File: config.mk
export PLATFORM = sky130hd
export DESIGN_NAME = tcr_cmd_queue
export DESIGN_NICKNAME = d
export VERILOG_FILES = /design/src/rtl/core/tcr_pkg.sv /design/src/rtl/core/tcr_cmd_queue.sv
export SDC_FILE = /design/constraint.sdc
export NUM_CORES = 1
export LEC_CHECK = 0
export BUFFER_PORTS_ARGS = -buffer_cell sky130_fd_sc_hd__buf_4
export CORE_ASPECT_RATIO = 0.7
export CORE_MARGIN = 3
export CORE_UTILIZATION = 60
export DETAILED_ROUTE_END_ITERATION = 10
export GPL_ROUTABILITY_DRIVEN = 0
export GPL_TIMING_DRIVEN = 0
export PLACE_DENSITY = 0.84
export SLEW_MARGIN = 15
export SYNTH_ARGS = -nofsm -noshare
export SYNTH_HDL_FRONTEND = slang
export SYNTH_SLANG_ARGS = --single-unit
File: constraint.sdc
create_clock -name clock -period 10.93 [get_ports clock]
set_input_delay 1.093 -clock clock [delete_from_list [all_inputs] [get_ports clock]]
set_output_delay 1.093 -clock clock [all_outputs]
set_load 0.01 [all_outputs]
File: src/rtl/core/tcr_pkg.sv
// shared constants, types and helpers of the textured column renderer
`default_nettype none

package tcr_pkg;

   localparam int SCREEN_HEIGHT      = 512;
   localparam int SCREEN_WIDTH       = 1024;
   localparam int TEXTURE_COUNT      = 4;
   localparam int TEXTURE_MAX_SIDE   = 64;

   localparam int TEX_SIDE_LOG2      = $clog2(TEXTURE_MAX_SIDE);
   localparam int TEXELS_PER_TEXTURE = 4096;
   localparam int TEXEL_ADDR_BITS    = 12;
   localparam int RAM_DEPTH          = TEXTURE_COUNT * TEXELS_PER_TEXTURE;
   localparam int RAM_ADDR_BITS      = $clog2(RAM_DEPTH);
   localparam int COLOR_BITS         = 32;

   localparam int HEIGHT_LOG2_MAX    = 6;
   localparam int FRAC_BITS          = 16;
   localparam int STEP_BITS          = FRAC_BITS + HEIGHT_LOG2_MAX + 1;
   localparam int DIV_CNT_BITS       = $clog2(STEP_BITS);
   localparam int POS_BITS           = 40;
   localparam int START_BITS         = 18;
   localparam int ROW_BITS           = $clog2(SCREEN_HEIGHT + 1);
   localparam int COL_CMP_BITS       = 12;

   localparam int CMD_DEPTH          = 4;
   localparam int CMD_PTR_BITS       = $clog2(CMD_DEPTH);
   localparam int CMD_CNT_BITS       = $clog2(CMD_DEPTH + 1);
   localparam int OUT_DEPTH          = 4;
   localparam int OUT_PTR_BITS       = $clog2(OUT_DEPTH);
   localparam int OUT_CNT_BITS       = $clog2(OUT_DEPTH + 1);

   // input opcodes
   localparam logic [1:0] OP_LOAD  = 2'd0;
   localparam logic [1:0] OP_START = 2'd1;
   localparam logic [1:0] OP_EMIT  = 2'd2;

   // register indexes
   localparam logic [1:0] CSR_CEILING     = 2'd0;
   localparam logic [1:0] CSR_FLOOR       = 2'd1;
   localparam logic [1:0] CSR_TEX_WIDTH   = 2'd2;
   localparam logic [1:0] CSR_HEIGHT_LOG2 = 2'd3;

   // commands from front to back
   typedef logic [1:0] cmd_kind_type;
   localparam cmd_kind_type CMD_LOAD  = 2'd0;
   localparam cmd_kind_type CMD_START = 2'd1;
   localparam cmd_kind_type CMD_END   = 2'd2;
   localparam cmd_kind_type CMD_EMIT  = 2'd3;

   typedef struct packed {
      logic [COLOR_BITS-1:0] ceiling_color;
      logic [COLOR_BITS-1:0] floor_color;
      logic [6:0]            texture_width;
      logic [2:0]            height_log2;
   } cfg_type;

   typedef struct packed {
      cmd_kind_type                kind;
      logic [1:0]                  tex;
      logic [TEXEL_ADDR_BITS-1:0]  addr;
      logic [COLOR_BITS-1:0]       value;
      logic [10:0]                 x;
      logic [8:0]                  top;
      logic [8:0]                  bottom;
      logic [TEX_SIDE_LOG2-1:0]    tc;
      logic [STEP_BITS-1:0]        step;
      logic [POS_BITS-1:0]         pos;
   } cmd_type;

   function automatic logic [2:0] clamp_height_log2(input logic [2:0] hl);
      if (hl > 3'(HEIGHT_LOG2_MAX)) begin
         return 3'(HEIGHT_LOG2_MAX);
      end
      return hl;
   endfunction

   function automatic logic [1:0] pick_texture(input logic [1:0] sel);
      if ({1'b0, sel} >= 3'(TEXTURE_COUNT)) begin
         return 2'(TEXTURE_COUNT - 1);
      end
      return sel;
   endfunction

endpackage

`default_nettype wire

File: src/rtl/core/tcr_cmd_queue.sv
// short command queue between front and back
`default_nettype none

module tcr_cmd_queue (
   input  wire logic             clock,
   input  wire logic             reset,
   input  wire logic             push,
   input  wire tcr_pkg::cmd_type wr_data,
   output logic                  full,
   input  wire logic             pop,
   output tcr_pkg::cmd_type      rd_data,
   output logic                  empty
);
   import tcr_pkg::*;

   cmd_type                  entry_ff [CMD_DEPTH];
   logic [CMD_PTR_BITS-1:0]  wr_ptr_ff, rd_ptr_ff;
   logic [CMD_CNT_BITS-1:0]  count_ff;
   logic                     do_push, do_pop;

   assign full    = count_ff == CMD_CNT_BITS'(CMD_DEPTH);
   assign empty   = count_ff == '0;
   assign do_push = push & ~full;
   assign do_pop  = pop & ~empty;
   assign rd_data = entry_ff[rd_ptr_ff];

   always_ff @(posedge clock) begin
      if (reset) begin
         wr_ptr_ff <= '0;
         rd_ptr_ff <= '0;
         count_ff  <= '0;
      end else begin
         if (do_push) begin
            wr_ptr_ff <= (wr_ptr_ff == CMD_PTR_BITS'(CMD_DEPTH - 1)) ? '0
                       : wr_ptr_ff + CMD_PTR_BITS'(1);
         end
         if (do_pop) begin
            rd_ptr_ff <= (rd_ptr_ff == CMD_PTR_BITS'(CMD_DEPTH - 1)) ? '0
                       : rd_ptr_ff + CMD_PTR_BITS'(1);
         end
         if (do_push & ~do_pop) begin
            count_ff <= count_ff + CMD_CNT_BITS'(1);
         end else if (do_pop & ~do_push) begin
            count_ff <= count_ff - CMD_CNT_BITS'(1);
         end
      end
   end

   always_ff @(posedge clock) begin
      if (do_push) begin
         entry_ff[wr_ptr_ff] <= wr_data;
      end
   end

endmodule

`default_nettype wire

Word level (Yosys, flattened, before mapping)
Memory sizes are Yosys's and may differ from the RTL's. A register that Yosys moved wholly into a read port is not among the register bits.
Index checks and enable logic that the tools add are counted.
Widths: inputs -> output; s select.
{ "word_totals": {"regBits": 7, "mem_bits_rw": 584, "output_inout_bits": 148, "memories": 1} }
{ "mem_list": {"columns": ["memory", "depth", "word_bits", "rd", "rd_ports_with_merged_regs", "wr", "line_no", "source"], "rows": [
  ["entry_ff", 4, 146, 1, 1, 1, "tcr_cmd_queue.sv:16", "cmd_type entry_ff [CMD_DEPTH];"]
]} }
{ "classes": {"n_addsub": 4, "n_eq_ne": 3, "muxes": 8, "bitwise": 8, "n_reduce_logical": 2} }
{ "op_table": {"columns": ["operator", "count"], "rows": [
  ["$mux 2", 4],
  ["$mux 3", 2],
  ["$add 2x1->2 const B", 2],
  ["$and 1x1->1", 4],
  ["$eq 2x2->1 const B", 2],
  ["$not 1->1", 4],
  ["$add 3x1->3 const B", 1],
  ["$eq 3x3->1 const B", 1],
  ["$logic_not 3->1", 1],
  ["$sub 3x1->3 const B", 1],
  ["$mux 1", 2],
  ["$reduce_bool 2->1", 1]
]} }

Logic depth before layout (Yosys ltp)
Gate-level depths: netlist (run 1).
{ "depth": {"word_depth": 7, "depth_mapped": 10} }

Worst setup path before layout (run 1)
Ideal clock, no wire load.
{ "synth_path": {"path_kind": "input to register", "from": "in push", "to": "mem entry_ff[3][0] in the netlist's numbering, enable pin", "setup_ps": 524, "arrival_time_ps": 4495, "t_required_ps": 10406, "path_slack_ps": 5911, "cell_stages": 1, "path_buffers": 0, "path_cell_list": "and3_1"} }
{ "synth_between": {"elab_chain_len": 3} }
{ "synth_rtl": {"columns": ["item", "line_no", "source"], "rows": [
  ["from (decl)", "tcr_cmd_queue.sv:7", "input wire logic push,"],
  ["$and 1x1->1", "tcr_cmd_queue.sv:23", "assign do_push = push & ~full;"],
  ["$mux 1", "tcr_cmd_queue.sv:50", "if (do_push) begin"],
  ["$mux 1 (not written as such)", "tcr_cmd_queue.sv:51", "entry_ff[wr_ptr_ff] <= wr_data;"],
  ["to (decl)", "tcr_cmd_queue.sv:16", null]
]} }
Every way passes these cells.

==> impl_metrics.csv, run 1 <==
group,metric,value,unit
sta,min_period_over_period,33.4,%
routing,drc,0,
sta,final-hold-violation-count,0,
setup_path,r2r_setup_slack,8.44,ns
clocking,clock_sinks,593,
sta,setup_violations,0,
sta,rsz0062_at_grt,"no",
sta,final-max-slew-violation-count,0,
setup_path,r2r_end,"count_ff[2]",
synth,yosysUniqueCellTypes,24,
cells_and_area,area_growth,22.1,%
placed_design,portBuffers,296,
synth,yosysMostFrequentCell,"edfxtp_1",
global_route,grt_pass1_wl,66700,microns
worst_hold_path,min-delay-path-class,"flop to flop",
setup_path,path_class,"flop to output pin",
setup_path,cp_data_arrival_time,2.55,ns
clocking,root_buffer,"clkbuf_16",
synth,synthArstFlopShare,0,%
synth,synth_area,21500,sq um
clocking,clk_path_buf_depth,3,
setup_path,startpoint_type,"flop",
setup_path,crit_required,9.84,ns
clocking,cts_hold_buf,0,
routing,drt_iter0_drc,882,
worst_hold_path,holdCritStartpoint,"rd_ptr_ff[0]",
clocking,cts_inserted_buffers,52,
synth,synth_top_area_share,81.4,%
setup_path,r2r-start,"count_ff[0]",
setup_path,cp_max_fo,10,
synth,ys_seq_area_share,82.3,%
synth,synth_edf_count,584,
run_status,outcome,"completed",
power,cellPowerDensity,228,nW/um^2
synth,avgSynthCellArea,26.5,sq um
synth,synthesis.nets,969,
routing,wirelength,44900,microns
routing,vias,9951,
synth,synth-main-ff-cell,"edfxtp_1",
routing,wl_per_cell,26.6,microns
synth,synth.area.top_cells,"edfxtp_1 (81%), mux4_2 (15%), dfxtp_1 (0.84%)",
clocking,cts_setup_buffers,0,
synth,synth_cells,812,
synth,yosysWarnings,0,
worst_hold_path,hold_path_depth,2,
floorplan,die_w,232,microns
synth,synth_area_leader_cell,"edfxtp_1",
floorplan,ioPinCount,298,
synth,synth_commonest_cells,"edfxtp_1 (584), mux4_2 (146), buf_2 (15)",
routing,ant_nets,0,
clocking,cts_tree,"yes",
cells_and_area,utilization,75.1,%
routing,dr.pass1.iters,4,
floorplan,start_util,61.5,%
placed_design,place_area,24700,sq um
clocking,ctsHtreeMaxLevel,2,
placed_design,dp_slack,7.85,ns
sta,fin_ws,7.28,ns
clocking,clock_latency,0.56,ns
cells_and_area,nNetsFinal,1330,
global_route,antenna_found_initial,2,
clocking,path_clk_slew,0.07,ns
cells_and_area,finalInstanceArea,26300,sq um
floorplan,rows,57,
setup_path,worst-r2r-cell-count,10,
sta,finClkSkew,0.0167,ns
synth,ys_seq_elements,593,
global_route,grt_pass1_vias,10704,
clocking,cts_resized,0,
power,ir_drop,165,uV
global_route,grt_max_degree,54,
run,maxCapViolCount,0,
cells_and_area,drive_gt1_share,46.1,%
sta,tns,0,ns
power,power_leakage,0.00886,uW
floorplan,die_y,164,microns
sta,slew_headroom,44.5,%
sta,fmax,0.274,GHz
sta,worst_pin_slew,0.833,ns
routing,post_drt_via_cell_ratio,5.89,
floorplan,die-area,38200,sq um
floorplan,core_area,35000,sq um
placed_design,dp_hpwl,27700,microns
global_route,gr-total-overflow,0,
sta,min_period,3.65,ns
global_route,grt.total_usage,23.8,%
setup_path,end_kind,"output pin",
[placed cells by master, fill, tap and decap left out, drive strengths merged, types with 3 or more instances in the layout]
master	count
bufinv	4
buf	338
clkinv	26
a21oi	3
mux4	146
nor2	4
inv	7
ha	6
and3	4
clkbuf	68
edfxtp	584
dfxtp	9
[worst max-delay path: stages (launching register included)]
cell and delay, ns:
dfxtp_1 0.34, clkbuf_1 0.64, buf_2 0.46, mux4_2 0.37, buf_4 0.18
[metrics by stage]
stage                     hold slack, ns  cells  total power (uW)
after global routing               0.565   1690              6220
after floorplan                    0.463    812              3640
after global placement             0.477   1580              4260
after CTS                          0.535   1688              6050
after detailed placement           0.526   1591              4280
final                              0.526   1690              6000
[metal layers]
layer	track usage [%]	up-vias	share of wire, %
li1	-	4244	-
met1	32.0	5170	37
met2	39.1	453	50
met3	6.67	84	9.5
met4	7.09	0	2.8
met5	0	-	0
[registers in the layout, summed over array words and instances (netlist names), named ones only]
signal     count
entry_ff     584
wr_ptr_ff      2
count_ff       3
rd_ptr_ff      2
[how the worst max path moves through the flow]
stage,end,start,cells after the start
2_1_floorplan,entry_ff[3][0],push,1
3_3_place_gp,entry_ff[1][82],push,2
3_5_place_dp,rd_data[41],flop,4
4_1_cts,rd_data[41],flop,4
5_1_grt,rd_data[41],flop,4
6_report,rd_data[41],flop,4
[kinds of logic (layout without fill, tap and decap cells)]
kind of cell	count (synthesis)	count (layout)	synth area share (%)
flops	593	593	82.3
buf+inv	39	443	1.23
simple gates	16	16	0.395
compound gates	7	7	0.209
mux	148	148	15.4
fa+ha+maj	7	7	0.442
xor+xnor	2	2	0.0814
other cells	0	2	0
[power breakdown]
part / total, uW / switching [uW] / leakage, uW / internal, uW
logic: 1430 / 698 / 0.00264 / 729
registers: 2810 / 63.6 / 0.00543 / 2750
clock network: 1760 / 774 / 0.000803 / 985
total: 6000 / 1540 / 0.00886 / 4460
[area by class of cell]
type | instances | area (sq um)
Sequential cell | 593 | 17700
Fill cell | 1781 | 8720
Multi-Input combinational cell | 180 | 3570
Timing Repair Buffer | 307 | 2520
Clock buffer | 65 | 1370
Tap cell | 472 | 591
Clock inverter | 32 | 258
Buffer | 34 | 244
Inverter | 5 | 20.0
Antenna cell | 2 | 5.00
No activity file was read; power rests on OpenSTA's default activity.
==> inputs of run 2 (changes only) <==
--- a/config.mk
+++ b/config.mk
@@ -8,11 +8,11 @@
 export BUFFER_PORTS_ARGS = -buffer_cell sky130_fd_sc_hd__buf_4
 export CORE_ASPECT_RATIO = 0.7
 export CORE_MARGIN = 3
-export CORE_UTILIZATION = 60
+export CORE_UTILIZATION = 57
 export DETAILED_ROUTE_END_ITERATION = 10
 export GPL_ROUTABILITY_DRIVEN = 0
 export GPL_TIMING_DRIVEN = 0
-export PLACE_DENSITY = 0.84
+export PLACE_DENSITY = 0.8
 export SLEW_MARGIN = 15
 export SYNTH_ARGS = -nofsm -noshare
 export SYNTH_HDL_FRONTEND = slang
==> constraint.sdc (replaced) <==
create_clock -name clock -period 3.7 [get_ports clock]
set_input_delay 0.37 -clock clock [delete_from_list [all_inputs] [get_ports clock]]
set_output_delay 0.37 -clock clock [all_outputs]
set_load 0.01 [all_outputs]
==> run 2 against run 1 <==
Compared with the run above:
- setup slack worse by 6.6 ns
- power increased to 2.9 times the previous value
- wire length up 2.7%
- non-clock buffer count grew 147
- global-route usage decreased by 0.52 points
- die area grew 5.1%
- first-iteration DRC count fell by 12%
- final cell count grew 8.9%
- critical path depth is the same
- via count grew 5.7%
- critical path type unchanged
- core utilization rose by 0.59 points
==> impl_metrics.csv, run 2 (synthesis results as in run 1) <==
group,metric,value,unit
run_status,outcome,"completed",
routing,wirelength,46100,microns
sta,finClkSkew,0.0191,ns
clocking,cts_hold_buf,146,
clocking,cts_inserted_buffers,51,
cells_and_area,area_growth,28.5,%
global_route,grt_max_degree,53,
floorplan,core_area,36600,sq um
cells_and_area,regArea,17700,sq um
cells_and_area,final_cells,1841,
clocking,cts_tree,"yes",
sta,min_period,2.98,ns
sta,final-max-slew-violation-count,0,
clocking,root_buffer,"clkbuf_16",
floorplan,rows,58,
cells_and_area,drive_gt1_share,40.7,%
cells_and_area,multi_input_area,3570,sq um
global_route,antenna_found_initial,4,
floorplan,start_util,58.9,%
floorplan,die_y,169,microns
power,power_leakage,0.00941,uW
floorplan,die_w,238,microns
sta,setup_violations,0,
clocking,path_clk_slew,0.07,ns
global_route,gr-total-overflow,0,
sta,worst_pin_slew,0.914,ns
sta,rsz0062_at_grt,"no",
clocking,cts_resized,0,
sta,slew_headroom,39.1,%
sta,fmax,0.336,GHz
clocking,clk_path_buf_depth,3,
power,ir_drop,482,uV
global_route,grt_pass1_vias,11359,
routing,drc,0,
routing,post_drt_via_cell_ratio,5.72,
floorplan,ioPinCount,298,
setup_path,path_class,"flop to output pin",
routing,vias,10522,
clocking,clock_sinks,593,
cells_and_area,nNetsFinal,1476,
setup_path,end_kind,"output pin",
routing,wl_per_cell,25.1,microns
cells_and_area,regMostFlops,"entry_ff",
worst_hold_path,min-delay-path-class,"input port to flop",
cells_and_area,layout_common_cells,"edfxtp_1 (584), buf_4 (302), mux4_2 (146), dlygate4sd3_1 (146), clkbuf_16 (53)",
sta,min_period_over_period,80.5,%
run,maxCapViolCount,0,
cells_and_area,largest_register_ffs,584,
setup_path,crit_required,3.33,ns
clocking,ctsHtreeMaxLevel,2,
sta,final-hold-violation-count,0,
setup_path,startpoint_type,"flop",
clocking,cts_setup_buffers,0,
global_route,grt.total_usage,23.3,%
power,cellPowerDensity,638,nW/um^2
power,design_power_total,17700,uW
setup_path,cp_data_arrival_time,2.61,ns
routing,dr.pass1.iters,5,
clocking,clock_latency,0.57,ns
routing,ant_nets,0,
placed_design,dpl.cell_count,1600,
placed_design,portBuffers,296,
global_route,grt_pass1_wl,69700,microns
placed_design,dp_hpwl,26800,microns
cells_and_area,top_regs,"entry_ff x584, count_ff x3",
cells_and_area,final_common_cell,"edfxtp_1",
floorplan,die-area,40200,sq um
setup_path,cp_max_fo,13,
cells_and_area,nFillCells,1894,
routing,drt_iter0_drc,780,
## run 2: cell count changes in the layout (fill, tap and decap cells not counted), sizes merged
cell and change:
dlygate4sd3 +146, clkbuf +3, diode +6, buf +1, bufinv -1, clkinv -9, inv -3
## run 2: power by group
part | switching (uW) | internal (uW) | leakage (uW)
logic | 2090 | 2240 | 0.00324
registers | 174 | 8120 | 0.00543
clock network | 2240 | 2810 | 0.000748
## run 2: cell type report
cell class | count | share of cell area (%)
antenna | 8 | 0.0723
timing repair buffer | 454 | 14.3
sequential | 593 | 64.0
inverter | 5 | 0.0723
tap | 480 | 2.17
buffer | 34 | 0.881
clock inverter | 19 | 0.561
multi-input combinational | 180 | 12.9
clock buffer | 68 | 5.00
## run 2: critical path, stage by stage, from the launching register on
cell,delay (ns)
dfxtp_1,0.34
clkbuf_1,0.69
buf_2,0.43
mux4_2,0.40
buf_4,0.18
## run 2: worst paths after layout
kind                      from              end  slack [ns]  cells after the start
hold / removal            push     wr_ptr_ff[0]        0.09                      3
hold reg to reg   rd_ptr_ff[0]     rd_ptr_ff[0]        0.51                      2
setup / recovery          flop      rd_data[76]        0.72                      4
setup reg to reg   count_ff[0]  entry_ff[3][11]        1.14                      6
## run 2: metal layers
metal | routed length [microns] | global-route usage [%]
met1 | 17600 | 30.9
met3 | 3620 | 6.24
met5 | 0 | 0
met4 | 1090 | 6.46
met2 | 23800 | 39.0
## run 2: per-stage QoR
step	hold WS [ns]	instance area [sq um]	utilization (%)	TNS (ns)	setup slack, ns
3_3_place_gp	0.481	24400	66.6	-284.20	-0.531
4_1_cts	0.0701	27700	75.6	0	0.728
5_1_grt	0.0987	27700	75.6	0	0.619
2_1_floorplan	0.463	21500	-	0	0.765
3_5_place_dp	0.492	24700	67.4	0	1.13
6_report	0.0937	27700	75.7	0	0.723
