===== src/rtl/core/tcr_pkg.sv =====
// shared constants, types and helpers of the textured column renderer
`default_nettype none

package tcr_pkg;

   localparam int SCREEN_HEIGHT      = 512;
   localparam int SCREEN_WIDTH       = 1024;
   localparam int TEXTURE_COUNT      = 4;
   localparam int TEXTURE_MAX_SIDE   = 64;

   localparam int TEX_SIDE_LOG2      = $clog2(TEXTURE_MAX_SIDE);
   localparam int TEXELS_PER_TEXTURE = 4096;
   localparam int TEXEL_ADDR_BITS    = 12;
   localparam int RAM_DEPTH          = TEXTURE_COUNT * TEXELS_PER_TEXTURE;
   localparam int RAM_ADDR_BITS      = $clog2(RAM_DEPTH);
   localparam int COLOR_BITS         = 32;

   localparam int HEIGHT_LOG2_MAX    = 6;
   localparam int FRAC_BITS          = 16;
   localparam int STEP_BITS          = FRAC_BITS + HEIGHT_LOG2_MAX + 1;
   localparam int DIV_CNT_BITS       = $clog2(STEP_BITS);
   localparam int POS_BITS           = 40;
   localparam int START_BITS         = 18;
   localparam int ROW_BITS           = $clog2(SCREEN_HEIGHT + 1);
   localparam int COL_CMP_BITS       = 12;

   localparam int CMD_DEPTH          = 4;
   localparam int CMD_PTR_BITS       = $clog2(CMD_DEPTH);
   localparam int CMD_CNT_BITS       = $clog2(CMD_DEPTH + 1);
   localparam int OUT_DEPTH          = 4;
   localparam int OUT_PTR_BITS       = $clog2(OUT_DEPTH);
   localparam int OUT_CNT_BITS       = $clog2(OUT_DEPTH + 1);

   // input opcodes
   localparam logic [1:0] OP_LOAD  = 2'd0;
   localparam logic [1:0] OP_START = 2'd1;
   localparam logic [1:0] OP_EMIT  = 2'd2;

   // register indexes
   localparam logic [1:0] CSR_CEILING     = 2'd0;
   localparam logic [1:0] CSR_FLOOR       = 2'd1;
   localparam logic [1:0] CSR_TEX_WIDTH   = 2'd2;
   localparam logic [1:0] CSR_HEIGHT_LOG2 = 2'd3;

   // commands from front to back
   typedef logic [1:0] cmd_kind_type;
   localparam cmd_kind_type CMD_LOAD  = 2'd0;
   localparam cmd_kind_type CMD_START = 2'd1;
   localparam cmd_kind_type CMD_END   = 2'd2;
   localparam cmd_kind_type CMD_EMIT  = 2'd3;

   typedef struct packed {
      logic [COLOR_BITS-1:0] ceiling_color;
      logic [COLOR_BITS-1:0] floor_color;
      logic [6:0]            texture_width;
      logic [2:0]            height_log2;
   } cfg_type;

   typedef struct packed {
      cmd_kind_type                kind;
      logic [1:0]                  tex;
      logic [TEXEL_ADDR_BITS-1:0]  addr;
      logic [COLOR_BITS-1:0]       value;
      logic [10:0]                 x;
      logic [8:0]                  top;
      logic [8:0]                  bottom;
      logic [TEX_SIDE_LOG2-1:0]    tc;
      logic [STEP_BITS-1:0]        step;
      logic [POS_BITS-1:0]         pos;
   } cmd_type;

   function automatic logic [2:0] clamp_height_log2(input logic [2:0] hl);
      if (hl > 3'(HEIGHT_LOG2_MAX)) begin
         return 3'(HEIGHT_LOG2_MAX);
      end
      return hl;
   endfunction

   function automatic logic [1:0] pick_texture(input logic [1:0] sel);
      if ({1'b0, sel} >= 3'(TEXTURE_COUNT)) begin
         return 2'(TEXTURE_COUNT - 1);
      end
      return sel;
   endfunction

endpackage

`default_nettype wire


===== src/rtl/core/tcr_front.sv =====
// front end: accepts words, divides out the column step and multiplies out the start position
`default_nettype none

module tcr_front (
   input  wire logic             clock,
   input  wire logic             reset,
   input  wire logic             req_push,
   output logic                  req_full,
   input  wire logic [1:0]       req_op,
   input  wire logic [1:0]       req_texture_select,
   input  wire logic [11:0]      req_texel_address,
   input  wire logic [31:0]      req_texel_value,
   input  wire logic [10:0]      req_column_x,
   input  wire logic [8:0]       req_wall_top,
   input  wire logic [8:0]       req_wall_bottom,
   input  wire logic [15:0]      req_wall_full_height,
   input  wire logic [6:0]       req_texture_column,
   input  wire tcr_pkg::cfg_type cfg,
   input  wire logic             q_full,
   output logic                  q_push,
   output tcr_pkg::cmd_type      q_data
);
   import tcr_pkg::*;

   localparam logic [1:0] F_IDLE = 2'd0;
   localparam logic [1:0] F_DIV  = 2'd1;
   localparam logic [1:0] F_MUL  = 2'd2;
   localparam logic [1:0] F_PUSH = 2'd3;

   logic [1:0]                state_ff, state_in;
   logic [DIV_CNT_BITS-1:0]   cnt_ff, cnt_in;
   logic [10:0]               x_ff;
   logic [8:0]                top_ff, bot_ff;
   logic [1:0]                tex_ff;
   logic [TEX_SIDE_LOG2-1:0]  tc_ff;
   logic [15:0]               fh_ff;
   logic [15:0]               rem_ff;
   logic [STEP_BITS-1:0]      quo_ff;
   logic [POS_BITS-1:0]       pos_ff;

   logic                      accept;
   logic                      offscreen;
   logic                      start_col;
   logic [6:0]                tw;
   logic [6:0]                tc_cl;
   logic [15:0]               fh_cl;
   logic [2:0]                hl;
   logic [STEP_BITS-1:0]      dividend;
   logic [16:0]               trial;
   logic                      ge;
   logic signed [START_BITS-1:0]           start_s;
   logic signed [START_BITS+STEP_BITS:0]   prod;

   assign req_full  = (state_ff != F_IDLE) | q_full;
   assign accept    = req_push & ~req_full;
   assign offscreen = COL_CMP_BITS'(req_column_x) >= COL_CMP_BITS'(SCREEN_WIDTH);
   assign start_col = accept & (req_op == OP_START) & ~offscreen;

   always_comb begin
      if (cfg.texture_width == 7'd0) begin
         tw = 7'd1;
      end else if (cfg.texture_width > 7'(TEXTURE_MAX_SIDE)) begin
         tw = 7'(TEXTURE_MAX_SIDE);
      end else begin
         tw = cfg.texture_width;
      end
   end

   assign tc_cl    = (req_texture_column > tw - 7'd1) ? tw - 7'd1 : req_texture_column;
   assign fh_cl    = (req_wall_full_height == 16'd0) ? 16'd1 : req_wall_full_height;
   assign hl       = clamp_height_log2(cfg.height_log2);
   assign dividend = STEP_BITS'(1) << (5'(hl) + 5'(FRAC_BITS));

   // restoring divide, one quotient bit per cycle
   assign trial = {rem_ff, quo_ff[STEP_BITS-1]};
   assign ge    = trial >= {1'b0, fh_ff};

   assign start_s = START_BITS'(top_ff) + START_BITS'(fh_ff >> 1)
                  - START_BITS'(SCREEN_HEIGHT / 2);
   assign prod    = start_s * $signed({1'b0, quo_ff});

   always_comb begin
      q_push = 1'b0;
      q_data = '0;
      if (state_ff == F_PUSH) begin
         q_push        = ~q_full;
         q_data.kind   = CMD_START;
         q_data.tex    = tex_ff;
         q_data.x      = x_ff;
         q_data.top    = top_ff;
         q_data.bottom = bot_ff;
         q_data.tc     = tc_ff;
         q_data.step   = quo_ff;
         q_data.pos    = pos_ff;
      end else if (accept) begin
         unique case (req_op)
            OP_LOAD: begin
               q_push       = 1'b1;
               q_data.kind  = CMD_LOAD;
               q_data.tex   = pick_texture(req_texture_select);
               q_data.addr  = req_texel_address;
               q_data.value = req_texel_value;
            end
            OP_START: begin
               // off-screen column ends whatever column is active
               q_push      = offscreen;
               q_data.kind = CMD_END;
            end
            OP_EMIT: begin
               q_push      = 1'b1;
               q_data.kind = CMD_EMIT;
            end
            default: begin
               q_push = 1'b0;
            end
         endcase
      end
   end

   always_comb begin
      state_in = state_ff;
      cnt_in   = cnt_ff;
      unique case (state_ff)
         F_IDLE: begin
            if (start_col) begin
               state_in = F_DIV;
               cnt_in   = DIV_CNT_BITS'(STEP_BITS - 1);
            end
         end
         F_DIV: begin
            cnt_in = cnt_ff - DIV_CNT_BITS'(1);
            if (cnt_ff == '0) begin
               state_in = F_MUL;
            end
         end
         F_MUL: begin
            state_in = F_PUSH;
         end
         F_PUSH: begin
            if (~q_full) begin
               state_in = F_IDLE;
            end
         end
         default: begin
            state_in = F_IDLE;
         end
      endcase
   end

   always_ff @(posedge clock) begin
      if (reset) begin
         state_ff <= F_IDLE;
         cnt_ff   <= '0;
      end else begin
         state_ff <= state_in;
         cnt_ff   <= cnt_in;
      end
   end

   always_ff @(posedge clock) begin
      if (start_col) begin
         x_ff   <= req_column_x;
         top_ff <= req_wall_top;
         bot_ff <= req_wall_bottom;
         tex_ff <= pick_texture(req_texture_select);
         tc_ff  <= tc_cl[TEX_SIDE_LOG2-1:0];
         fh_ff  <= fh_cl;
         rem_ff <= '0;
         quo_ff <= dividend;
      end else if (state_ff == F_DIV) begin
         rem_ff <= ge ? 16'(trial - {1'b0, fh_ff}) : trial[15:0];
         quo_ff <= {quo_ff[STEP_BITS-2:0], ge};
      end
      if (state_ff == F_MUL) begin
         pos_ff <= prod[POS_BITS-1:0];
      end
   end

endmodule

`default_nettype wire


===== config.mk =====
export PLATFORM = sky130hd
export DESIGN_NAME = tcr_front
export DESIGN_NICKNAME = d
export VERILOG_FILES = /design/src/rtl/core/tcr_pkg.sv /design/src/rtl/core/tcr_front.sv
export SDC_FILE = /design/constraint.sdc
export NUM_CORES = 1
export LEC_CHECK = 0
export BUFFER_PORTS_ARGS = -buffer_cell sky130_fd_sc_hd__clkbuf_2
export CAP_MARGIN = 20
export CORE_ASPECT_RATIO = 2
export CORE_UTILIZATION = 40
export CTS_BUF_LIST = sky130_fd_sc_hd__clkbuf_16
export CTS_CLUSTER_DIAMETER = 150
export DETAILED_ROUTE_END_ITERATION = 7
export GPL_TIMING_DRIVEN = 0
export MAX_ROUTING_LAYER = met4
export SLEW_MARGIN = 0
export SYNTH_ARGS = -nofsm -noshare
export SYNTH_HDL_FRONTEND = slang
export SYNTH_SLANG_ARGS = --single-unit

===== constraint.sdc =====
create_clock -name clock -period 14.5 [get_ports clock]
set_input_delay 0.725 -clock clock [delete_from_list [all_inputs] [get_ports clock]]
set_output_delay 0.725 -clock clock [all_outputs]
set_load 0.01 [all_outputs]

After elaboration in Yosys (flattened, before gate mapping)
Index checks and enable logic that the tools add are counted.
Widths: inputs -> output; s select.
{"block": "word_totals", "word_cells": 74, "latch_bits": 0, "reg_bits": 139, "mem_bits_ro": 0, "ramBits": 0, "mem_count": 0, "output_inout_bits": 148}
{"block": "op_classes", "addsub": 6, "shifts": 1, "n_mul": 1, "reduce_logical": 11, "mux": 24, "n_bitwise": 7, "n_eq_ne": 8, "div": 0, "n_lt_le_gt_ge": 5}
{"operator": "$mux 98", "n": 1}
{"operator": "$mux 48", "n": 1}
{"operator": "$mux 23", "n": 2}
{"operator": "$mux 46", "n": 1}
{"operator": "$mux 44", "n": 1}
{"operator": "$mul 17x24->40", "n": 1}
{"operator": "$shl 1x5->23 const A", "n": 1}
{"operator": "$ge 17x16->1", "n": 1}
{"operator": "$sub 16x9->17 const B", "n": 1}
{"operator": "$add 9x15->16", "n": 1}
{"operator": "$logic_not 16->1", "n": 1}
{"operator": "$mux 16", "n": 1}
{"operator": "$sub 16x16->16", "n": 1}
{"operator": "$mux 7", "n": 2}
{"operator": "$ge 11x11->1 const B", "n": 1}
{"operator": "$pmux 5 s2", "n": 1}
{"operator": "$pmux 2 s4", "n": 1}
{"operator": "$gt 7x7->1", "n": 1}
{"operator": "$gt 7x7->1 const B", "n": 1}
{"operator": "$logic_not 7->1", "n": 1}
{"operator": "$sub 7x1->7 const B", "n": 1}
{"operator": "$eq 2x2->1 const B", "n": 3}
{"operator": "$mux 2", "n": 3}
{"operator": "$mux 3", "n": 2}
{"operator": "other kinds (20)", "n": 32}

Longest topological paths before layout
Gate-level depths: netlist of the first run.
{"block": "depth", "word_depth": 8, "depth_mapped": 33, "depth_no_buf": 32}

Least setup slack after synthesis of the first run
OpenSTA, ideal clock, no wires.
{"block": "synth_path", "path_type": "reg2reg", "start": "register top_ff[1]", "end": "register pos_ff[37], data pin", "setup_time_ps": 261, "path_slack_ps": 6486, "stages_incl_launch_ff": 33, "period_less_slack_ps": 8014, "arrival_ps": 7753, "path_cell_list": "edfxtp_1 ha_1 ha_1 fa_1 a21o_1 a21oi_1 o21bai_1 a21o_1 a21oi_1 o21bai_1 xor2_1 clkbuf_1 nand2_1 fa_1 inv_1 fa_1 inv_1 fa_1 inv_1 fa_1 fa_1 inv_1 fa_1 inv_1 ha_1 nand3_1 nor3_1 o311ai_0 a21oi_1 o21ai_0 o221ai_1 nor4_1 a311o_1"}
{"block": "synth_via", "elab_chain_cells": 3}
{"item": "start: declaration", "line": "tcr_front.sv:33", "source": "logic [8:0] top_ff, bot_ff;"}
{"item": "start signal: assignment", "line": "tcr_front.sv:163", "source": "top_ff <= req_wall_top;"}
{"item": "$add 9x15->16", "line": "tcr_front.sv:78", "source": "assign start_s = START_BITS'(top_ff) + START_BITS'(fh_ff >> 1)"}
{"item": "$sub 16x9->17", "line": "tcr_front.sv:79", "source": "- START_BITS'(SCREEN_HEIGHT / 2);"}
{"item": "$mul 17x24->40", "line": "tcr_front.sv:80", "source": "assign prod = start_s * $signed({1'b0, quo_ff});"}
{"item": "via prod[37]", "line": "tcr_front.sv:52", "source": "logic signed [START_BITS+STEP_BITS:0] prod;"}
{"item": "end signal: assignment", "line": "tcr_front.sv:175", "source": "pos_ff <= prod[POS_BITS-1:0];"}
{"item": "end: declaration", "line": "tcr_front.sv:39", "source": "logic [POS_BITS-1:0] pos_ff;"}
The timed path passes the listed nets, and every way through them passes these cells.
A chain may end at the register's enable or synchronous reset.

Worst setup path in the final report of the first run
{"block": "layout_path", "start": "register top_ff[0]", "end": "register pos_ff[37], data pin"}
The elaborated chain is that of the path after synthesis.

==> results of run 1 <==
-- worst max-delay path by stage --
stage               from    endpoint  slack (ns)  cells past startpoint
3_5_place_dp   top_ff[0]  pos_ff[37]        3.76                     33
6_report       top_ff[0]  pos_ff[37]        3.84                     33
3_3_place_gp   top_ff[0]  pos_ff[37]        3.25                     32
2_1_floorplan  top_ff[1]  pos_ff[37]        6.49                     32
5_1_grt        top_ff[0]  pos_ff[37]        3.41                     33
4_1_cts        top_ff[0]  pos_ff[37]        3.72                     33
-- critical path: cells and delay by family (launching register included) --
kind / cells / cell delay [ns]
buffers and inverters: 7 / 0.99
AO/OA/AOI/OAI: 11 / 2.83
flip-flops: 1 / 0.51
XOR/XNOR: 1 / 0.80
AND/OR/NAND/NOR: 4 / 0.97
adder cells (fa/ha/maj): 10 / 4.30
-- layout make-up --
class / count / area share [%]
Timing Repair Buffer: 266 / 5.91
Clock inverter: 15 / 0.544
Tap cell: 654 / 3.49
Multi-Input combinational cell: 1545 / 62.4
Buffer: 114 / 1.87
Inverter: 444 / 7.11
Sequential cell: 139 / 16.8
Clock buffer: 17 / 1.81
-- sequential cells by signal (all words and copies together) (netlist names) --
signal / flops
pos_ff: 40
fh_ff: 16
top_ff: 9
rem_ff: 16
tex_ff: 2
tc_ff: 6
cnt_ff: 5
state_ff: 2
quo_ff: 23
bot_ff: 9
x_ff: 11
-- synthesized netlist by cell type, drive strengths merged (2+ instances only) --
| cell type | instances |
|---|---|
| nor3b | 4 |
| a211oi | 10 |
| a21oi | 53 |
| and2 | 309 |
| a31oi | 17 |
| nand2b | 9 |
| ha | 195 |
| mux2i | 11 |
| o21bai | 9 |
| a22o | 4 |
| nand4 | 8 |
| nor2 | 60 |
| nand3b | 3 |
| fa | 316 |
| a221oi | 3 |
| inv | 443 |
| buf | 5 |
| nor2b | 8 |
| dfxtp | 23 |
| nor3 | 14 |
| a31o | 2 |
| a22oi | 2 |
| edfxtp | 116 |
| o21ai | 43 |
| nand3 | 17 |
| o41ai | 6 |
| or3 | 8 |
| xor2 | 16 |
| o31ai | 5 |
| a21boi | 3 |
| o22ai | 3 |
| o21a | 17 |
| clkbuf | 109 |
| xnor2 | 38 |
| or2 | 11 |
| nand2 | 274 |
| o31a | 4 |
| o211ai | 5 |
| nor4 | 7 |
| and3 | 6 |
| a21o | 24 |
-- cell families after synthesis --
kind of cell / Yosys count / share of synthesized area (%)
buffers and inverters: 558 / 10.2
AND/OR/NAND/NOR: 742 / 18.3
XOR/XNOR: 54 / 2.29
adder cells (fa/ha/maj): 511 / 42.4
AO/OA/AOI/OAI: 226 / 7.24
flip-flops: 139 / 19.1
multiplexers: 12 / 0.587
-- per-layer routing --
layer / share of wire (%) / vias to the layer above / global-route usage (%)
met3: 3.1 / 188 / 2.25
li1: - / 7519 / -
met2: 56 / 458 / 45.8
met5: 0 / - / -
met4: 7.1 / 0 / 16.9
met1: 34 / 8101 / 24.3
-- through the flow --
stage | cells | worst slack, ns | util (%) | instance area [sq um]
after detailed placement | 3162 | 3.76 | 45.0 | 22900
after floorplan | 2242 | 6.49 | - | 20700
after CTS | 3194 | 3.72 | 46.0 | 23500
after global routing | 3194 | 3.41 | 46.0 | 23500
after global placement | 3157 | 3.25 | 44.8 | 22800
final | 3194 | 3.84 | 46.0 | 23500
==> key figures, run 1 <==
Outcome
  • Status: finished, final reports clean

Routing
  • Number of remaining DRC errors: 0
  • First drt pass iteration count: 5
  • Final ANT Viol Nets: 0
  • Via count: 16,300
  • Routed wire length: 62,000 microns
  • DR WL/cell: 19.4 microns
  • DRT iter0 DRCs: 639
  • Vias per inst: 5.09

Layout
  • Final #Nets: 3,216
  • Area Overhead vs Synth: 13.3%
  • Most frequent cells in the layout: inv_1, fa_1, and2_1, nand2_1, clkbuf_2
  • Ant. Diodes: 0
  • Layout cell share with drive strength beyond 1: 12.5%
  • Most common cell after layout, fill and taps aside: inv_1
  • Register area: 3940 sq um
  • Area occupied by multi-input gates: 14,600 sq um
  • Fill count: 5,058

Setup path
  • Most used cell, CP: fa_1
  • CP max FO: 10
  • CP startpoint kind: flip-flop
  • Crit path DAT: 10.87 ns
  • Crit-path slowest cell: xor2_1
  • Worst Path Required: 14.71 ns
  • Reg2reg setup slack: 3.84 ns
  • Critical setup path kind: reg -> reg
  • Crit Reg-Reg Endpoint: pos_ff[37]
  • Max stage delay on crit path: 0.80 ns
  • Worst reg2reg startpoint: top_ff[0]
  • Crit end category: flip-flop
  • R2R cell count: 33

Timing
  • Setup violations, final: 0
  • Hold Fails Final Rpt: 0
  • Setup TNS: 0 ns
  • Tcrit/Tclk final: 73.5%
  • Slew HR: 16.1%
  • Hold WS: 0.434 ns
  • Worst Skew: 0.0219 ns
  • RSZ-0062 raised after global routing: false
  • Slew @ Worst Pin: 1.25 ns
  • Fmax: 0.0938 GHz
  • Clock period minus worst slack: 10.66 ns
  • Max-slew violations: 0

Logic synthesis
  • Post-synth EDFFs: 116
  • Yosys warns: 0
  • Flops & latches, synth: 139
  • Largest area contributor in the netlist: fa_1
  • Mapped Nets: 2,931
  • Top-area cell type share of the netlist area: 30.6%
  • Post-synth cell types: 68
  • Area contributors post-synth: fa_1, edfxtp_1, ha_1
  • Synthesized area: 20,700 sq um
  • Async SR Flop Fraction: 0%
  • Main synth FF type: edfxtp_1
  • Syn_area_per_cell: 9.23 sq um
  • Syn Inst Count: 2,242
  • Seq/Total Area, Yosys: 19.1%

Global routing
  • Initial antenna violation count: 0
  • First-pass GRT wire length: 94,700 microns
  • GRT Overall Usage: 24.9%
  • GR Overflow Total: 0
  • Vias in the first global route: 17,400
  • Pin count of the biggest net entering global routing: 39

CTS
  • CTS resizes: 0
  • Setup bufs post-CTS: 0
  • CTS sink cnt: 139
  • Number of CTS-inserted buffers: 17
  • H-tree lvl count: 4
  • CTS root buf: clkbuf_16
  • Worst-path clk slew: 0.07 ns
  • Clock latency on the worst-skew pair: 0.47 ns
  • Clk buf depth: 2
  • CTS tree: yes
  • Hold-fix buffer count after cts: 0

Floorplanning
  • Initial Utilization: 40.6%
  • I/O Pins: 326
  • Row count: 117
  • Die X: 163 microns
  • Total core area: 50,900 sq um
  • Die Span Y: 324 microns
  • Full die area: 52,700 sq um

Min path
  • Hold/Removal Path Class: in -> reg
  • WHS Endpoint: x_ff[9]
  • Hold depth: 1
  • Hold Crit Start: req_column_x[9]

Place
  • Port Buffers: 261
  • Global placement routability congestion: 0.948
  • Post-DP HPWL: 53,000 microns

Job
  • Max cap viols: 0
Power of run 1 is left out: the tool's default activity adds up to more than one toggle a clock period on the data nets, which glitch-free logic cannot reach.
==> run 2: changes to the inputs <==
clock period = 8.5 ns   (was 14.5 ns; I/O delays follow)
==> run 2 against run 1 <==
Net effect: the flow now finishes with violations (negative setup slack); flip-flop and latch count unchanged; die area unchanged; hold slack worse by 0.30 ns; design area up 5.5%; final cell count up 1.5%; non-clock buffer count up 47; count of clock-buffer cells in the layout unchanged; worst setup slack worse by 3.8 ns; fmax up 25%; critical path type unchanged.
==> key figures, run 2 (synthesis results as in run 1) <==
Global routing
  • Initial antenna violation count: 0 (unchanged)
  • GR Overflow Total: 0 (unchanged)
  • GRT Overall Usage: 25.2% (+0.32 points)
  • Pin count of the biggest net entering global routing: 39 (unchanged)
  • Vias in the first global route: 17,700 (+1.4%)
  • First-pass GRT wire length: 96,000 microns (+1.4%)

Layout
  • Final #Nets: 3,263 (+1.5%)
  • Register with the most flip-flops: pos_ff
  • Layout cell share with drive strength beyond 1: 18.5% (+6.0 points)
  • Largest register FFs: 40 (unchanged)
  • Post-layout util: 48.6% (+2.5 points)
  • Ant. Diodes: 0 (unchanged)
  • Largest registers: pos_ff: 40 flops, quo_ff: 23 flops
  • Area Overhead vs Synth: 19.5%
  • Most frequent cells in the layout: inv_1, and2_1, fa_1, nand2_1, clkbuf_2
  • Most common cell after layout, fill and taps aside: inv_1

Timing
  • Slew @ Worst Pin: 0.974 ns (-0.276 ns)
  • Setup violations, final: 1 (+1)
  • Max-slew violations: 0 (unchanged)
  • Tcrit/Tclk final: 100% (+27 points)
  • Worst Skew: 0.0213 ns (-0.000609 ns)
  • Hold Fails Final Rpt: 0 (unchanged)
  • Final WS setup: -0.00338 ns (-3.84 ns)
  • RSZ-0062 raised after global routing: true
  • Slew HR: 34.6% (+19 points)
  • Clock period minus worst slack: 8.50 ns (-2.16 ns)
  • Fmax: 0.118 GHz (+25%)

Setup path
  • WP depth: 31 (-6.1%)
  • Worst reg2reg startpoint: top_ff[8]
  • CP startpoint kind: flip-flop
  • Most used cell, CP: fa_1
  • Top Family by Delay on Critical Path: adder cells
  • Crit end category: flip-flop
  • Crit Reg-Reg Endpoint: pos_ff[37]
  • Worst Path Required: 8.72 ns (-5.99 ns)
  • Reg2reg setup slack: -0.003 ns (-3.84 ns)
  • Critical setup path kind: reg -> reg
  • Crit path DAT: 8.72 ns (-2.15 ns)
  • Max stage delay on crit path: 0.55 ns (-0.25 ns)
  • Crit-path slowest cell: fa_1
  • CP max FO: 6 (-4)
  • R2R cell count: 31 (-6.1%)
  • CP Buf/Inv Count: 7 (unchanged)

Floorplanning
  • Initial Utilization: 40.6% (unchanged)
  • Die Span Y: 324 microns (unchanged)
  • Die X: 163 microns (unchanged)
  • I/O Pins: 326 (unchanged)
  • Full die area: 52,700 sq um (unchanged)
  • Total core area: 50,900 sq um (unchanged)
  • Row count: 117 (unchanged)

Routing
  • Via count: 16,600 (+2.2%)
  • Number of remaining DRC errors: 0 (unchanged)
  • Final ANT Viol Nets: 0 (unchanged)
  • Vias per inst: 5.13 (+0.68%)
  • DR WL/cell: 19.6 microns (+0.85%)
  • First drt pass iteration count: 7 (+2)
  • Routed wire length: 63,400 microns (+2.3%)
  • DRT iter0 DRCs: 704 (+10%)

CTS
  • H-tree lvl count: 4 (unchanged)
  • Worst-path clk slew: 0.07 ns (about the same)
  • CTS tree: yes
  • Number of CTS-inserted buffers: 17 (unchanged)
  • Clock latency on the worst-skew pair: 0.47 ns (about the same)
  • Hold-fix buffer count after cts: 0 (unchanged)
  • CTS root buf: clkbuf_16
  • CTS sink cnt: 139 (unchanged)
  • Clk buf depth: 2 (unchanged)

Place
  • Global placement routability congestion: 0.948 (unchanged)
  • Post-DP HPWL: 53,000 microns (unchanged)
  • Port Buffers: 261 (unchanged)

Outcome
  • Failing checks: negative setup slack
  • Status: finished, violations left

Min path
  • Hold/Removal Path Class: in -> reg
  • Hold Crit Start: req_column_x[9]
  • WHS Endpoint: x_ff[9]
  • Hold depth: 1 (unchanged)

Job
  • Max cap viols: 0 (unchanged)
run 2: layout make-up:
cell class,count,area [sq um]
Clock buffer,17,425
Buffer,112,527
Tap cell,654,818
Clock inverter,15,128
Timing Repair Buffer,315,1800
Fill cell,4912,26200
Sequential cell,139,3940
Inverter,444,1670
Multi-Input combinational cell,1545,15400
run 2: worst register-to-register path, delay by kind of cell, from the launching register on:
kind                       cells  cell delay [ns]
AOI/OAI and AO/OA              8             2.04
xor gates and xnor gates       1             0.19
and+or+nand+nor                6             1.00
DFF                            1             0.42
adders and majority gates      9             3.88
buffers and inverters          7             0.71
run 2: through the flow:
stage / hold WS (ns) / TNS [ns] / setup WS (ns) / std cells / instance area (sq um)
after floorplan: 0.444 / 0 / 0.486 / 2242 / 20700
after global placement: 0.462 / -31.91 / -2.75 / 3157 / 22800
after detailed placement: 0.475 / -28.86 / -2.24 / 3162 / 22900
after CTS: 0.115 / -0.00951 / -0.00951 / 3216 / 24200
after global routing: 0.128 / -1.74 / -0.292 / 3241 / 24700
final: 0.132 / -0.00338 / -0.00338 / 3241 / 24700
run 2: layer usage:
metal / wire length [microns] / part of all wire (%) / vias up / track usage [%]
met1: 21600 / 34 / 8336 / 24.6
met5: 0 / 0 / - / -
met2: 35000 / 55 / 465 / 46.4
met4: 4880 / 7.7 / 0 / 17.1
li1: - / - / 7611 / -
met3: 1990 / 3.1 / 206 / 2.39
run 2: worst max path at each step:
stage,startpoint,endpoint,slack (ns)
floorplan,top_ff[1],pos_ff[37],0.49
global placement,top_ff[0],pos_ff[37],-2.75
detailed placement,top_ff[0],pos_ff[37],-2.24
CTS,top_ff[1],pos_ff[37],-0.01
global route,fh_ff[2],pos_ff[37],-0.29
finish,top_ff[8],pos_ff[37],-0.003
run 2: repair_timing:
item | CTS | global route
endpoints found under the setup margin | 25 | 16
gates cloned | 1 | 1
resized for setup | 126 | 66
buffers inserted | 22 | 26
pin swaps | 22 | 65
Power of run 2 is left out for the same reason.
==> run 3: changes to the inputs <==
CORE_UTILIZATION = 50   (was 40)
PLACE_DENSITY = 0.75   (was not set)
==> run 3 against run 2 <==
Net effect: the run still ends with negative setup slack left; register-to-register slack hardly changed; clock skew is 0.0031 ns lower; worst setup slack better by 0.0024 ns; count of clock-buffer cells in the layout stayed put; die area is 20% lower; highest routed layer unchanged.
==> key figures, run 3 (synthesis results as in run 1) <==
Outcome
  • Status: finished, violations left
  • Failing checks: negative setup slack

Timing
  • Slew HR: 35.7% (+1.1 points)
  • Max-slew violations: 0 (unchanged)
  • Worst Skew: 0.0182 ns (-0.00313 ns)
  • Tcrit/Tclk final: 100% (about the same)
  • Setup TNS: -0.000976 ns (+0.00241 ns)
  • Slew @ Worst Pin: 0.957 ns (-0.0168 ns)
  • Clock period minus worst slack: 8.50 ns (-0.00241 ns)
  • Hold Fails Final Rpt: 0 (unchanged)
  • Setup violations, final: 1 (unchanged)
  • RSZ-0062 raised after global routing: true
  • Final WS setup: -0.000976 ns (+0.00241 ns)
  • Fmax: 0.118 GHz (about the same)

Place
  • Global placement routability congestion: 0.975 (+2.9%)
  • Post-DP HPWL: 51,400 microns (-3.0%)
  • Dpl ws: -2.38 ns (-0.137 ns)
  • Port Buffers: 261 (unchanged)
  • Placed Area: 22,700 sq um (-0.67%)
  • Cells after DPL: 3,043 (-3.8%)

Global routing
  • Initial antenna violation count: 4 (+4)
  • Vias in the first global route: 18,000 (+1.9%)
  • GRT Overall Usage: 30.7% (+5.6 points)
  • GR Overflow Total: 0 (unchanged)
  • First-pass GRT wire length: 93,700 microns (-2.4%)
  • Pin count of the biggest net entering global routing: 49 (+26%)

CTS
  • Worst-path clk slew: 0.07 ns (about the same)
  • Number of CTS-inserted buffers: 17 (unchanged)
  • CTS tree: yes
  • CTS root buf: clkbuf_16
  • H-tree lvl count: 4 (unchanged)
  • CTS sink cnt: 139 (unchanged)
  • Hold-fix buffer count after cts: 0 (unchanged)
  • Clock latency on the worst-skew pair: 0.46 ns (about the same)
  • Clk buf depth: 2 (unchanged)

Layout
  • Largest registers: pos_ff: 40 flops, quo_ff: 23 flops
  • Register with the most flip-flops: pos_ff
  • Most common cell after layout, fill and taps aside: inv_1
  • Area Overhead vs Synth: 18.1%
  • Largest register FFs: 40 (unchanged)
  • Most frequent cells in the layout: inv_1, fa_1, and2_1, nand2_1, clkbuf_2
  • Layout cell share with drive strength beyond 1: 17.6% (-0.87 points)
  • Final Non-Filler Cells: 3,119 (-3.8%)
  • Fill count: 3,513 (-28%)
  • Final #Nets: 3,255 (-0.25%)
  • Cell area after layout: 24,400 sq um (-1.2%)

Floorplanning
  • Total core area: 40,900 sq um (-20%)
  • Die X: 146 microns (-10%)
  • Die Span Y: 290 microns (-10%)
  • I/O Pins: 326 (unchanged)
  • Full die area: 42,200 sq um (-20%)
  • Initial Utilization: 50.6% (+10 points)
  • Row count: 105 (-10%)

Setup path
  • CP max FO: 5 (-1)
  • Worst Path Required: 8.69 ns (-0.03 ns)
  • Crit end category: flip-flop
  • Max stage delay on crit path: 0.57 ns (+0.02 ns)
  • Crit-path slowest cell: fa_1
  • Most used cell, CP: fa_1
  • Critical setup path kind: reg -> reg
  • Crit path DAT: 8.69 ns (-0.03 ns)
  • CP startpoint kind: flip-flop

Routing
  • Via count: 16,800 (+1.2%)
  • First drt pass iteration count: 5 (-2)
  • DR WL/cell: 20.1 microns (+2.9%)
  • Vias per inst: 5.39 (+5.1%)
  • Routed wire length: 62,800 microns (-0.97%)
  • DRT iter0 DRCs: 831 (+18%)
  • Final ANT Viol Nets: 0 (unchanged)
  • Number of remaining DRC errors: 0 (unchanged)

Job
  • Max cap viols: 0 (unchanged)

Min path
  • Hold/Removal Path Class: in -> reg
## run 3: changes by cell type in the layout (fill, tap and decap cells not counted), sizes merged
cell and change:
buf -7, bufinv +2, clkbuf -1, clkinvlp +1
diode +5, inv -3
## run 3: worst max-delay path, delay by kind of cell (launching register included)
family | cells | cell delay (ns)
and+or+nand+nor | 2 | 0.55
buffers and inverters | 6 | 0.52
adders and majority gates | 10 | 4.27
AOI/OAI and AO/OA | 11 | 2.14
xor gates and xnor gates | 1 | 0.21
DFF | 1 | 0.53
## run 3: final cells by class
class | count | area, sq um | share of cell area [%]
Clock inverter | 15 | 150 | 0.614
Sequential cell | 139 | 3940 | 16.1
Buffer | 113 | 556 | 2.27
Tap cell | 535 | 669 | 2.74
Multi-Input combinational cell | 1545 | 15300 | 62.6
Inverter | 444 | 1670 | 6.83
Timing Repair Buffer | 306 | 1710 | 7.01
Antenna cell | 5 | 12.5 | 0.0512
Clock buffer | 17 | 425 | 1.74
## run 3: per-layer routing
metal  vias to the layer above  global-route usage (%)  routed length (microns)
met4                         0                    24.1                     5210
met5                         -                       -                        0
met2                       562                    56.4                    34200
li1                       7604                       -                        -
met3                       231                    5.04                     2570
met1                      8415                    28.1                    20800
## run 3: worst paths after layout
check | start | to | slack [ns] | cells past startpoint
hold / removal | req_column_x[9] | x_ff[9] | 0.14 | 1
hold reg to reg | rem_ff[2] | rem_ff[2] | 0.48 | 2
setup reg to reg | top_ff[0] | pos_ff[37] | -0.001 | 30
setup / recovery | top_ff[0] | pos_ff[37] | -0.001 | 30
## run 3: timing repair
item	in CTS	in global routing
resized for setup	116	63
pin swaps	26	45
gates cloned	0	0
setup endpoints to repair	25	16
endpoints found under the hold margin	0	0
setup buffers	22	18
## run 3: stage by stage
| step | util, % | hold slack (ns) |
|---|---|---|
| after detailed placement | 55.7 | 0.466 |
| final | 59.8 | 0.143 |
| after floorplan | - | 0.444 |
| after global routing | 59.8 | 0.133 |
| after CTS | 58.9 | 0.131 |
| after global placement | 55.5 | 0.468 |
Power of run 3 is left out for the same reason.
